**config.mk**
```make
export PLATFORM = sky130hd
export DESIGN_NAME = key_reply_deframer_flat
export DESIGN_NICKNAME = d
export VERILOG_FILES = /design/src/design/krd_pkg.sv /design/src/design/krd_if.sv /design/src/design/key_reply_deframer.sv /design/src/flat_wrapper.sv
export SDC_FILE = /design/constraint.sdc
export NUM_CORES = 1
export LEC_CHECK = 0
export BUFFER_PORTS_ARGS = -buffer_cell sky130_fd_sc_hd__buf_2
export CAP_MARGIN = 5
export CORE_MARGIN = 1.5
export CORE_UTILIZATION = 45
export CTS_CLUSTER_DIAMETER = 150
export DETAILED_ROUTE_END_ITERATION = 12
export RECOVER_POWER = 50
export SLEW_MARGIN = 30
export SYNTH_ARGS = -nofsm -noshare
export SYNTH_HDL_FRONTEND = slang
export SYNTH_SLANG_ARGS = --single-unit
```
**constraint.sdc**
```tcl
create_clock -name clock -period 8.2 [get_ports clock]
set_clock_uncertainty 0.2 [all_clocks]
set_input_delay 1.23 -clock clock [delete_from_list [all_inputs] [get_ports clock]]
set_output_delay 1.23 -clock clock [all_outputs]
set_load 0.05 [all_outputs]
```
**src/design/krd_pkg.sv**
```systemverilog
package krd_pkg;

   // phase codes: 0 to 16 are the field kinds, then the two idle phases
   localparam logic [4:0] PH_DONE = 5'd17;
   localparam logic [4:0] PH_TYPE = 5'd18;

   // field kinds with a meaning of their own
   localparam logic [4:0] KIND_END = 5'd17;

   // end status codes
   localparam logic [1:0] ST_COMPLETE  = 2'd0;
   localparam logic [1:0] ST_WRONG     = 2'd1;
   localparam logic [1:0] ST_TRUNCATED = 2'd2;

   localparam logic [7:0] TYPE_RESET = 8'h0a;

   typedef struct packed {
      logic [4:0]  field_kind;
      logic [31:0] field_value;
      logic [1:0]  status;
      logic        last_of_run;
   } result_type;

   // kinds that carry a 4-byte length
   function automatic logic is_length_kind(input logic [4:0] k);
      return (k == 5'd3) || (k == 5'd6) || (k == 5'd8) ||
             (k == 5'd11) || (k == 5'd13) || (k == 5'd15);
   endfunction

   // kinds whose bytes are passed on one by one
   function automatic logic is_payload_kind(input logic [4:0] k);
      return (k == 5'd4) || (k == 5'd7) || (k == 5'd9) ||
             (k == 5'd12) || (k == 5'd14) || (k == 5'd16);
   endfunction

endpackage

```
**src/design/krd_if.sv**
```systemverilog
// packet byte channel
interface krd_req_if;
   logic       valid;
   logic       ready;
   logic [7:0] in_byte;
   logic       end_of_packet;
   modport source (output valid, output in_byte, output end_of_packet, input ready);
   modport sink (input valid, input in_byte, input end_of_packet, output ready);
endinterface

// result channel
interface krd_rsp_if;
   logic        valid;
   logic        ready;
   logic [4:0]  field_kind;
   logic [31:0] field_value;
   logic [1:0]  status;
   logic        last_of_run;
   modport source (output valid, output field_kind, output field_value, output status,
                   output last_of_run, input ready);
   modport sink (input valid, input field_kind, input field_value, input status,
                 input last_of_run, output ready);
endinterface

// register write channel
interface krd_csr_if;
   logic       valid;
   logic       ready;
   logic [7:0] data;
   modport source (output valid, output data, input ready);
   modport sink (input valid, input data, output ready);
endinterface

```
**src/design/key_reply_deframer.sv**
```systemverilog
// channel   direction  payload
// req_bus   in         in_byte[7:0], end_of_packet
// rsp_bus   out        field_kind[4:0], field_value[31:0], status[1:0], last_of_run
// csr_bus   in         data[7:0] -> expected_type
//
// One packet byte is taken per cycle while req_bus.ready is high. The frame
// state is updated in the cycle of the transfer and its results land in a
// three-entry result buffer. A byte that ends a word and the packet at once
// gives two results, which enter the buffer together and hold off the byte input.
// Reset is synchronous: frame state back to the type phase, expected_type to 10.
// req_bus.ready is decoded from the registered count: high while at most one result waits.
module key_reply_deframer
   import krd_pkg::*;
(
   input logic    clock,
   input logic    reset,
   krd_req_if.sink   req_bus,
   krd_rsp_if.source rsp_bus,
   krd_csr_if.sink   csr_bus
);

   logic [7:0]  type_ff;
   logic [4:0]  phase_ff, phase_in;
   logic [1:0]  biw_ff, biw_in;
   logic [31:0] left_ff, left_in;
   logic [31:0] word_ff, word_in;
   logic        discard_ff, discard_in;
   logic [1:0]  err_ff, err_in;

   result_type  slot_ff [3];
   result_type  slot_in [3];
   logic [1:0]  count_ff, count_in;

   logic        accept;
   logic        drain;
   logic [1:0]  base;
   logic [1:0]  add;
   logic        emit_field;
   result_type  field_res, end_res;
   result_type  first_res, second_res;
   logic [31:0] word_full;

   // register write port
   assign csr_bus.ready = 1'b1;
   always_ff @(posedge clock) begin
      if (reset) begin
         type_ff <= TYPE_RESET;
      end else if (csr_bus.valid) begin
         type_ff <= csr_bus.data;
      end
   end

   // room for two more results behind what waits
   assign req_bus.ready = (count_ff <= 2'd1);
   assign accept = req_bus.valid && req_bus.ready;

   assign word_full = word_ff | ({24'd0, req_bus.in_byte} << {biw_ff, 3'b000});

   // frame state update for one byte
   always_comb begin
      phase_in   = phase_ff;
      biw_in     = biw_ff;
      left_in    = left_ff;
      word_in    = word_ff;
      discard_in = discard_ff;
      err_in     = err_ff;
      emit_field = 1'b0;
      field_res  = '{field_kind: phase_ff, field_value: 32'd0, status: ST_COMPLETE,
                     last_of_run: 1'b0};
      end_res    = '{field_kind: KIND_END, field_value: 32'd0, status: ST_COMPLETE,
                     last_of_run: 1'b1};
      priority if (discard_ff) begin
         // wrong-type packet, drop the byte
      end else if (phase_ff == PH_TYPE) begin
         if (req_bus.in_byte != type_ff) begin
            discard_in = 1'b1;
            err_in     = ST_WRONG;
         end else begin
            phase_in = 5'd0;
            biw_in   = 2'd0;
            word_in  = 32'd0;
         end
      end else if (phase_ff < PH_DONE && is_payload_kind(phase_ff)) begin
         emit_field            = 1'b1;
         field_res.field_value = {24'd0, req_bus.in_byte};
         if (left_ff != 32'd0) begin
            left_in = left_ff - 32'd1;
         end
         if (left_ff <= 32'd1) begin
            phase_in = phase_ff + 5'd1;
         end
      end else if (phase_ff < PH_DONE) begin
         word_in = word_full;
         if (biw_ff == 2'd3) begin
            emit_field            = 1'b1;
            field_res.field_value = word_full;
            word_in               = 32'd0;
            biw_in                = 2'd0;
            if (is_length_kind(phase_ff) && word_full == 32'd0) begin
               phase_in = phase_ff + 5'd2;
            end else begin
               phase_in = phase_ff + 5'd1;
               if (is_length_kind(phase_ff)) begin
                  left_in = word_full;
               end
            end
         end else begin
            biw_in = biw_ff + 2'd1;
         end
      end else begin
         // trailing bytes after the signature
      end

      // end of packet: status and back to the type phase
      if (req_bus.end_of_packet) begin
         if (err_in != 2'd0) begin
            end_res.status = err_in;
         end else begin
            end_res.status = (phase_in == PH_DONE) ? ST_COMPLETE : ST_TRUNCATED;
         end
         phase_in   = PH_TYPE;
         biw_in     = 2'd0;
         left_in    = 32'd0;
         word_in    = 32'd0;
         discard_in = 1'b0;
         err_in     = 2'd0;
      end else begin
         field_res.last_of_run = 1'b1;
      end
   end

   always_ff @(posedge clock) begin
      if (reset) begin
         phase_ff   <= PH_TYPE;
         biw_ff     <= 2'd0;
         left_ff    <= 32'd0;
         word_ff    <= 32'd0;
         discard_ff <= 1'b0;
         err_ff     <= 2'd0;
      end else if (accept) begin
         phase_ff   <= phase_in;
         biw_ff     <= biw_in;
         left_ff    <= left_in;
         word_ff    <= word_in;
         discard_ff <= discard_in;
         err_ff     <= err_in;
      end
   end

   // result buffer: the head drains, new results append behind what stays
   assign drain = (count_ff != 2'd0) && rsp_bus.ready;

   always_comb begin
      slot_in[0] = slot_ff[0];
      slot_in[1] = slot_ff[1];
      slot_in[2] = slot_ff[2];
      if (drain) begin
         slot_in[0] = slot_ff[1];
         slot_in[1] = slot_ff[2];
      end
      base       = count_ff - {1'b0, drain};
      first_res  = emit_field ? field_res : end_res;
      second_res = end_res;
      add        = accept ? ({1'b0, emit_field} + {1'b0, req_bus.end_of_packet}) : 2'd0;
      if (add != 2'd0) begin
         if (base == 2'd0) begin
            slot_in[0] = first_res;
            slot_in[1] = second_res;
         end else begin
            slot_in[1] = first_res;
            slot_in[2] = second_res;
         end
      end
      count_in = base + add;
   end

   always_ff @(posedge clock) begin
      if (reset) begin
         count_ff <= 2'd0;
      end else begin
         count_ff <= count_in;
      end
      slot_ff[0] <= slot_in[0];
      slot_ff[1] <= slot_in[1];
      slot_ff[2] <= slot_in[2];
   end

   assign rsp_bus.valid       = (count_ff != 2'd0);
   assign rsp_bus.field_kind  = slot_ff[0].field_kind;
   assign rsp_bus.field_value = slot_ff[0].field_value;
   assign rsp_bus.status      = slot_ff[0].status;
   assign rsp_bus.last_of_run = slot_ff[0].last_of_run;

   // checks
   a_phase_range: assert property (@(posedge clock) disable iff (reset)
      phase_ff <= PH_TYPE)
      else $error("phase out of range");

   a_payload_left: assert property (@(posedge clock) disable iff (reset)
      (phase_ff < PH_DONE && is_payload_kind(phase_ff)) |-> left_ff != 32'd0)
      else $error("payload phase with no bytes left");

   a_wrong_type: assert property (@(posedge clock) disable iff (reset)
      (accept && !discard_ff && phase_ff == PH_TYPE && req_bus.in_byte != type_ff &&
       !req_bus.end_of_packet) |=> discard_ff)
      else $error("wrong type byte did not start discarding");

   a_end_last: assert property (@(posedge clock) disable iff (reset)
      (rsp_bus.valid && rsp_bus.field_kind == KIND_END) |-> rsp_bus.last_of_run)
      else $error("end status not marked last");

endmodule

```
**src/flat_wrapper.sv**
```systemverilog
// flat-port wrapper written by rule: the top's interface ports become plain ports
module key_reply_deframer_flat import krd_pkg::*;
  (clock, reset, req_bus_valid, req_bus_in_byte, req_bus_end_of_packet, req_bus_ready, rsp_bus_valid, rsp_bus_field_kind, rsp_bus_field_value, rsp_bus_status, rsp_bus_last_of_run, rsp_bus_ready, csr_bus_valid, csr_bus_data, csr_bus_ready);
  krd_req_if req_bus_i ();
  krd_rsp_if rsp_bus_i ();
  krd_csr_if csr_bus_i ();
  input logic clock;
  input logic reset;
  input wire logic [$bits(req_bus_i.valid)-1:0] req_bus_valid;
  input wire logic [$bits(req_bus_i.in_byte)-1:0] req_bus_in_byte;
  input wire logic [$bits(req_bus_i.end_of_packet)-1:0] req_bus_end_of_packet;
  output wire logic [$bits(req_bus_i.ready)-1:0] req_bus_ready;
  output wire logic [$bits(rsp_bus_i.valid)-1:0] rsp_bus_valid;
  output wire logic [$bits(rsp_bus_i.field_kind)-1:0] rsp_bus_field_kind;
  output wire logic [$bits(rsp_bus_i.field_value)-1:0] rsp_bus_field_value;
  output wire logic [$bits(rsp_bus_i.status)-1:0] rsp_bus_status;
  output wire logic [$bits(rsp_bus_i.last_of_run)-1:0] rsp_bus_last_of_run;
  input wire logic [$bits(rsp_bus_i.ready)-1:0] rsp_bus_ready;
  input wire logic [$bits(csr_bus_i.valid)-1:0] csr_bus_valid;
  input wire logic [$bits(csr_bus_i.data)-1:0] csr_bus_data;
  output wire logic [$bits(csr_bus_i.ready)-1:0] csr_bus_ready;
  assign req_bus_i.valid = req_bus_valid;
  assign req_bus_i.in_byte = req_bus_in_byte;
  assign req_bus_i.end_of_packet = req_bus_end_of_packet;
  assign req_bus_ready = req_bus_i.ready;
  assign rsp_bus_valid = rsp_bus_i.valid;
  assign rsp_bus_field_kind = rsp_bus_i.field_kind;
  assign rsp_bus_field_value = rsp_bus_i.field_value;
  assign rsp_bus_status = rsp_bus_i.status;
  assign rsp_bus_last_of_run = rsp_bus_i.last_of_run;
  assign rsp_bus_i.ready = rsp_bus_ready;
  assign csr_bus_i.valid = csr_bus_valid;
  assign csr_bus_i.data = csr_bus_data;
  assign csr_bus_ready = csr_bus_i.ready;
  key_reply_deframer u_core (.clock(clock), .reset(reset), .req_bus(req_bus_i), .rsp_bus(rsp_bus_i), .csr_bus(csr_bus_i));
endmodule
```
* Word-level counts from Yosys, hierarchy flattened
Memories as Yosys holds them, arrays and structs flattened.
Index checks and enable logic that the tools add are counted.
** Word-level totals
- Flip-flop bits (word level) :: 84
- Memory bits (writable) :: 120
- Bits of input ports :: 22
- Output and inout port bits :: 43
- Logic and storage cells :: 130
- Memories :: 1
** Cells by class
- $add $sub $neg :: 7
- Order comparisons :: 3
- Equality and inequality tests :: 22
- Shifts and indexed selects :: 1
- Muxes and demuxes :: 61
- Bitwise operators :: 1
- Reduce and logical (&&, ||, !) cells :: 26
** Memories
- u_core.slot_ff :: depth 3, width 40, read ports 3, clocked after memory_dff 0, wr ports 3, line key_reply_deframer.sv:30 : result_type slot_ff [3];
** Operators by type and width (count)
- $mux W32 :: 21
- $mux W40 :: 4
- $mux W120 :: 1
- $mux W80 :: 1
- $mux W5 :: 9
- $eq A5 B4 Y1 const B :: 7
- $le A32 B1 Y1 const B :: 1
- $logic_not A32 Y1 :: 1
- $or A32 B32 Y32 :: 1
- $reduce_bool A32 Y1 :: 1
- $shl A8 B5 Y32 :: 1
- $sub A32 B1 Y32 const B :: 1
- $mux W2 :: 15
- $eq A5 B3 Y1 const B :: 3
- $eq A5 B5 Y1 const B :: 3
- $reduce_bool A3 Y1 :: 4
- $logic_or A1 B1 Y1 :: 10
- $mux W1 :: 10
- $ne A8 B8 Y1 :: 1
- $reduce_and A8 Y1 :: 1
- $ne A3 B2 Y1 const B :: 2
- $ne A3 B3 Y1 const B :: 2
- $reduce_bool A2 Y1 :: 3
- $add A5 B1 Y5 const B :: 1
- other kinds (13) :: 17

* Depth between registers and ports, before layout
- Depth after elaboration :: 20
- Gate-level depth with buffers :: 16
- Gate-level depth less buffers :: 14

* Worst setup path before layout
OpenSTA, ideal clock, no wires.
- Path type :: flip-flop to flip-flop
- Start :: reg u_core.phase_ff[0]
- End :: mem u_core.slot_ff[0][75] in the netlist's numbering, data pin
- Library setup time :: 0.261 ns
- Arrival :: 4.059 ns
- Data required time :: 7.739 ns
- Setup slack :: 3.680 ns
- Stages on the path, launching flop included :: 13
- Buffers on the path :: 1
- Period minus slack after synthesis :: 4.520 ns
- Path through :: dfxtp_1 clkbuf_1 inv_1 ha_1 nor4bb_1 or4_1 nand2_1 o21ai_1 clkinv_1 ha_1 o21ai_0 nand2_1 o21a_1
** RTL lines
- start, declared :: line key_reply_deframer.sv:23 : logic [4:0] phase_ff, phase_in;
- start signal, assigned :: line key_reply_deframer.sv:141 : phase_ff <= phase_in;
- end, declared :: line key_reply_deframer.sv:30

* Final worst setup path
- Start :: reg u_core.phase_ff[0]
- End :: reg u_core.left_ff[0]
** Between the ends
- Word-level cells in the longest chain between the ends :: 11
- Elaborated cells on any way between the ends :: 37
- Those cells by class :: 1 x order compare; 16 x eq/ne; 4 x mux; 16 x reduce/logical
** Ends and longest elaborated chain
- $eq A5 B3 Y1 :: line krd_pkg.sv:32 : return (k == 5'd4) || (k == 5'd7) || (k == 5'd9) ||
- $logic_or A1 B1 Y1 (3 in a row) :: line krd_pkg.sv:32
- $logic_or A1 B1 Y1 (2 in a row) :: line krd_pkg.sv:33 : (k == 5'd12) || (k == 5'd14) || (k == 5'd16);
- $logic_and A1 B1 Y1 :: line key_reply_deframer.sv:83 : end else if (phase_ff < PH_DONE && is_payload_kind(phase_ff)) begin
- $mux W32 :: line key_reply_deframer.sv:83
- $mux W32 :: line key_reply_deframer.sv:74 : end else if (phase_ff == PH_TYPE) begin
- $mux W32 :: line key_reply_deframer.sv:72 : priority if (discard_ff) begin
- $mux W32 :: line key_reply_deframer.sv:115 : if (req_bus.end_of_packet) begin
- end signal, assigned :: line key_reply_deframer.sv:143 : left_ff <= left_in;
- end, declared :: line key_reply_deframer.sv:25 : logic [31:0] left_ff, left_in;
Several ways; a longest one is shown, not always the timed one. The select of a mux whose other input is x is not followed.
A chain may end at the register's enable or synchronous reset.

==> flow_metrics.py <==
metrics = {
    "cts": {
        "hold_buffers": 0,
        "clkSinkCount": 166,
        "clk_latency_ns": 0.43,
        "ctsResizeCount": 0,
        "clk_pin_slew_worst_paths_ns": 0.07,
        "cts_tree": "done",
        "cts_root_buf": "clkbuf_16",
        "post_cts_buffers": 0,
        "h-tree-depth": 4,
        "cts_made_buffers": 17,
        "clk_path_buf_depth": 2,
    },
    "finish": {
        "drive_gt1_frac": 0.0790,
        "fin_area_um2": 9280,
        "diodes": 0,
        "area_growth_pct": 7.40,
        "layout.nets": 1022,
    },
    "logic_synthesis": {
        "syn_area_um2": 8640,
        "yosysWarnings": 0,
        "async_reset_ff_frac": 0,
        "ys.flop_type": "dfxtp_1",
        "synth_top_cell_area_share": 0.287,
        "syn-num-nets": 1039,
        "synth_cell_types": 67,
        "synthCells": 1004,
        "netlist.top_cell.by_area": "dfxtp_1",
        "synth_most_common_cell": "nor2_1",
        "synth-seq-area-share": 0.433,
        "synth_area_leaders": "dfxtp_1 (29%), edfxtp_1 (15%), mux2i_1 (6.3%)",
        "avgSynthCellArea_um2": 8.60,
        "ys_seq_elements": 166,
        "synth_edf_count": 42,
        "synth_common_cells": "nor2_1 (136), dfxtp_1 (124), nand2_1 (90)",
    },
    "drt": {
        "drt-initial-drc-count": 741,
        "viasPerCell": 5.92,
        "postRouteAntennaNets": 0,
        "drt_pass1_iterations": 5,
        "wl_um": 24000,
        "wire_per_inst_um": 19.4,
        "drc": 0,
        "via_count": 7302,
    },
    "floorplanning": {
        "dieArea_um2": 20000,
        "die_height_um": 142,
        "row_count": 50,
        "coreArea_um2": 18800,
        "initial_core_util": 0.460,
        "die_w_um": 142,
        "ios": 65,
    },
    "place": {
        "place.port_buffers": 63,
        "gp_congestion": 0.888,
        "hpwl_um": 16400,
        "placed_area_um2": 8750,
    },
    "power_and_ir_drop": {
        "ir_drop_mv": 0.157,
        "intPower_mw": 1.65,
        "power_density_nw_per_um2": 297,
        "clkPwrFrac": 0.286,
        "comb_power_share": 0.324,
        "seq_power_share": 0.390,
        "switching_share": 0.403,
        "p_sw_mw": 1.11,
        "leakage_nw": 3.37,
        "power_mw": 2.76,
    },
    "status": {
        "outcome": "complete, but fails checks",
        "violations": "max-capacitance violations, max-slew violations",
    },
    "sta": {
        "rsz0062_at_grt": "false",
        "slew_viol_final": 104,
        "worst_pin_slew_ns": 3.08,
        "tns_ns": 0,
        "hold_viol_final": 0,
        "finalCritPeriodShare": 0.751,
        "setup_viol": 0,
        "slew_headroom": -1.05,
        "max_freq_mhz": 162,
        "period_minus_slack_ns": 6.16,
    },
    "critical_path": {
        "crit_arrival_ns": 6.30,
        "worstPathMaxFanout": 43,
        "endpoint_kind": "flop",
        "worstPathRequired_ns": 8.34,
        "cp-start-kind": "flop",
        "crit_type": "reg -> reg",
    },
    "grt": {
        "grt_max_degree": 60,
        "gr-total-overflow": 0,
        "grt_pass1_wl_um": 37900,
        "grt_pass1_vias": 6736,
        "grt_usage": 0.243,
        "antenna_found_initial": 0,
    },
    "hold_path": {
        "min_path_type": "reg -> reg",
    },
    "flow_run": {
        "maxCapViolCount": 2,
    },
}
==> state kept, by name (all words and copies together), names as in the netlist <==
name and flops:
u_core.word_ff 32, u_core.err_ff 2, u_core.count_ff 2, u_core.left_ff 32, u_core.slot_ff 82, u_core.type_ff 8
u_core.biw_ff 2, u_core.discard_ff 1, u_core.phase_ff 5
==> power by group through the flow <==
stage               clock network, mW  logic [mW]  registers (mW)
global route                    0.834       0.965            1.09
finish                          0.789       0.895            1.07
CTS                             0.801       0.921            1.07
detailed placement                  0       0.917            1.09
floorplan                           0       0.833            1.08
global placement                    0       0.913            1.09
==> cell families (layout without fill, tap and decap cells) <==
group,count (synthesis),count (layout),synth area share
xor gates and xnor gates,22,22,0.0223
other,1,1,0.000434
DFF,166,166,0.433
and+or+nand+nor,364,364,0.201
buffers and inverters,130,126,0.0758
muxes,54,54,0.0626
adders and majority gates,13,13,0.0188
AOI/OAI and AO/OA,254,254,0.185
==> cell usage in the layout (no fill, tap or decap), types with 6 or more instances in the layout <==
cell type and count:
dfxtp_1 124, ha_1 13, and3_1 11, a22oi_1 8, nor2_1 133, a211oi_1 9
xor2_1 18, mux2i_1 54, buf_2 21, o2111ai_1 11, nand2_1 89, inv_1 20
nor3_1 28, a21o_1 6, nor4_1 21, and2_1 7, a21oi_1 83, a31oi_1 36
o31ai_1 7, nand3_1 29, o21ai_0 29, clkbuf_1 47, edfxtp_1 42, o22ai_1 28
clkbuf_16 17
==> cell type report <==
class                           count  area, um^2
Timing Repair Buffer               71         312
Clock inverter                     13         141
Tap cell                          234         293
Multi-Input combinational cell    708        4270
Sequential cell                   166        3740
Clock buffer                       19         433
Fill cell                        1853        9490
Inverter                           23        87.6
==> metal layers <==
metal	up-vias	routed length, um	GRT usage
li1	3566	-	-
met1	3462	11700	0.360
met2	244	10300	0.355
met3	30	1490	0.0466
met4	0	460	0.0787
met5	-	0	0
==> per-stage QoR <==
step	setup WS [ns]	util	std cells	hold slack, ns
after floorplan	3.68	-	1004	0.245
after global placement	3.25	0.466	1202	0.256
after detailed placement	3.13	0.466	1202	0.264
after CTS	3.07	0.497	1234	0.275
after global routing	1.56	0.494	1234	0.290
final	2.04	0.494	1234	0.272
==> final timing paths <==
check	end	slack, ns	cells past startpoint	start
max	u_core.left_ff[0]	2.04	11	u_core.phase_ff[0]
min reg2reg	u_core.slot_ff[0][10]	0.27	2	u_core.slot_ff[0][10]
min	u_core.slot_ff[0][10]	0.27	2	u_core.slot_ff[0][10]
max reg2reg	u_core.left_ff[0]	2.04	11	u_core.phase_ff[0]
==> worst max-delay path: stages, from the launching register on <==
cell,delay [ns]
dfxtp_1,0.59
inv_1,0.18
ha_1,0.31
nor4bb_1,0.46
nor4_1,0.16
nor2_2,0.13
clkbuf_1,1.40
o211ai_1,0.53
a21oi_2,0.25
clkbuf_1,1.05
nand3_1,0.48
o31ai_1,0.33
(Power assumes the default switching activity.)
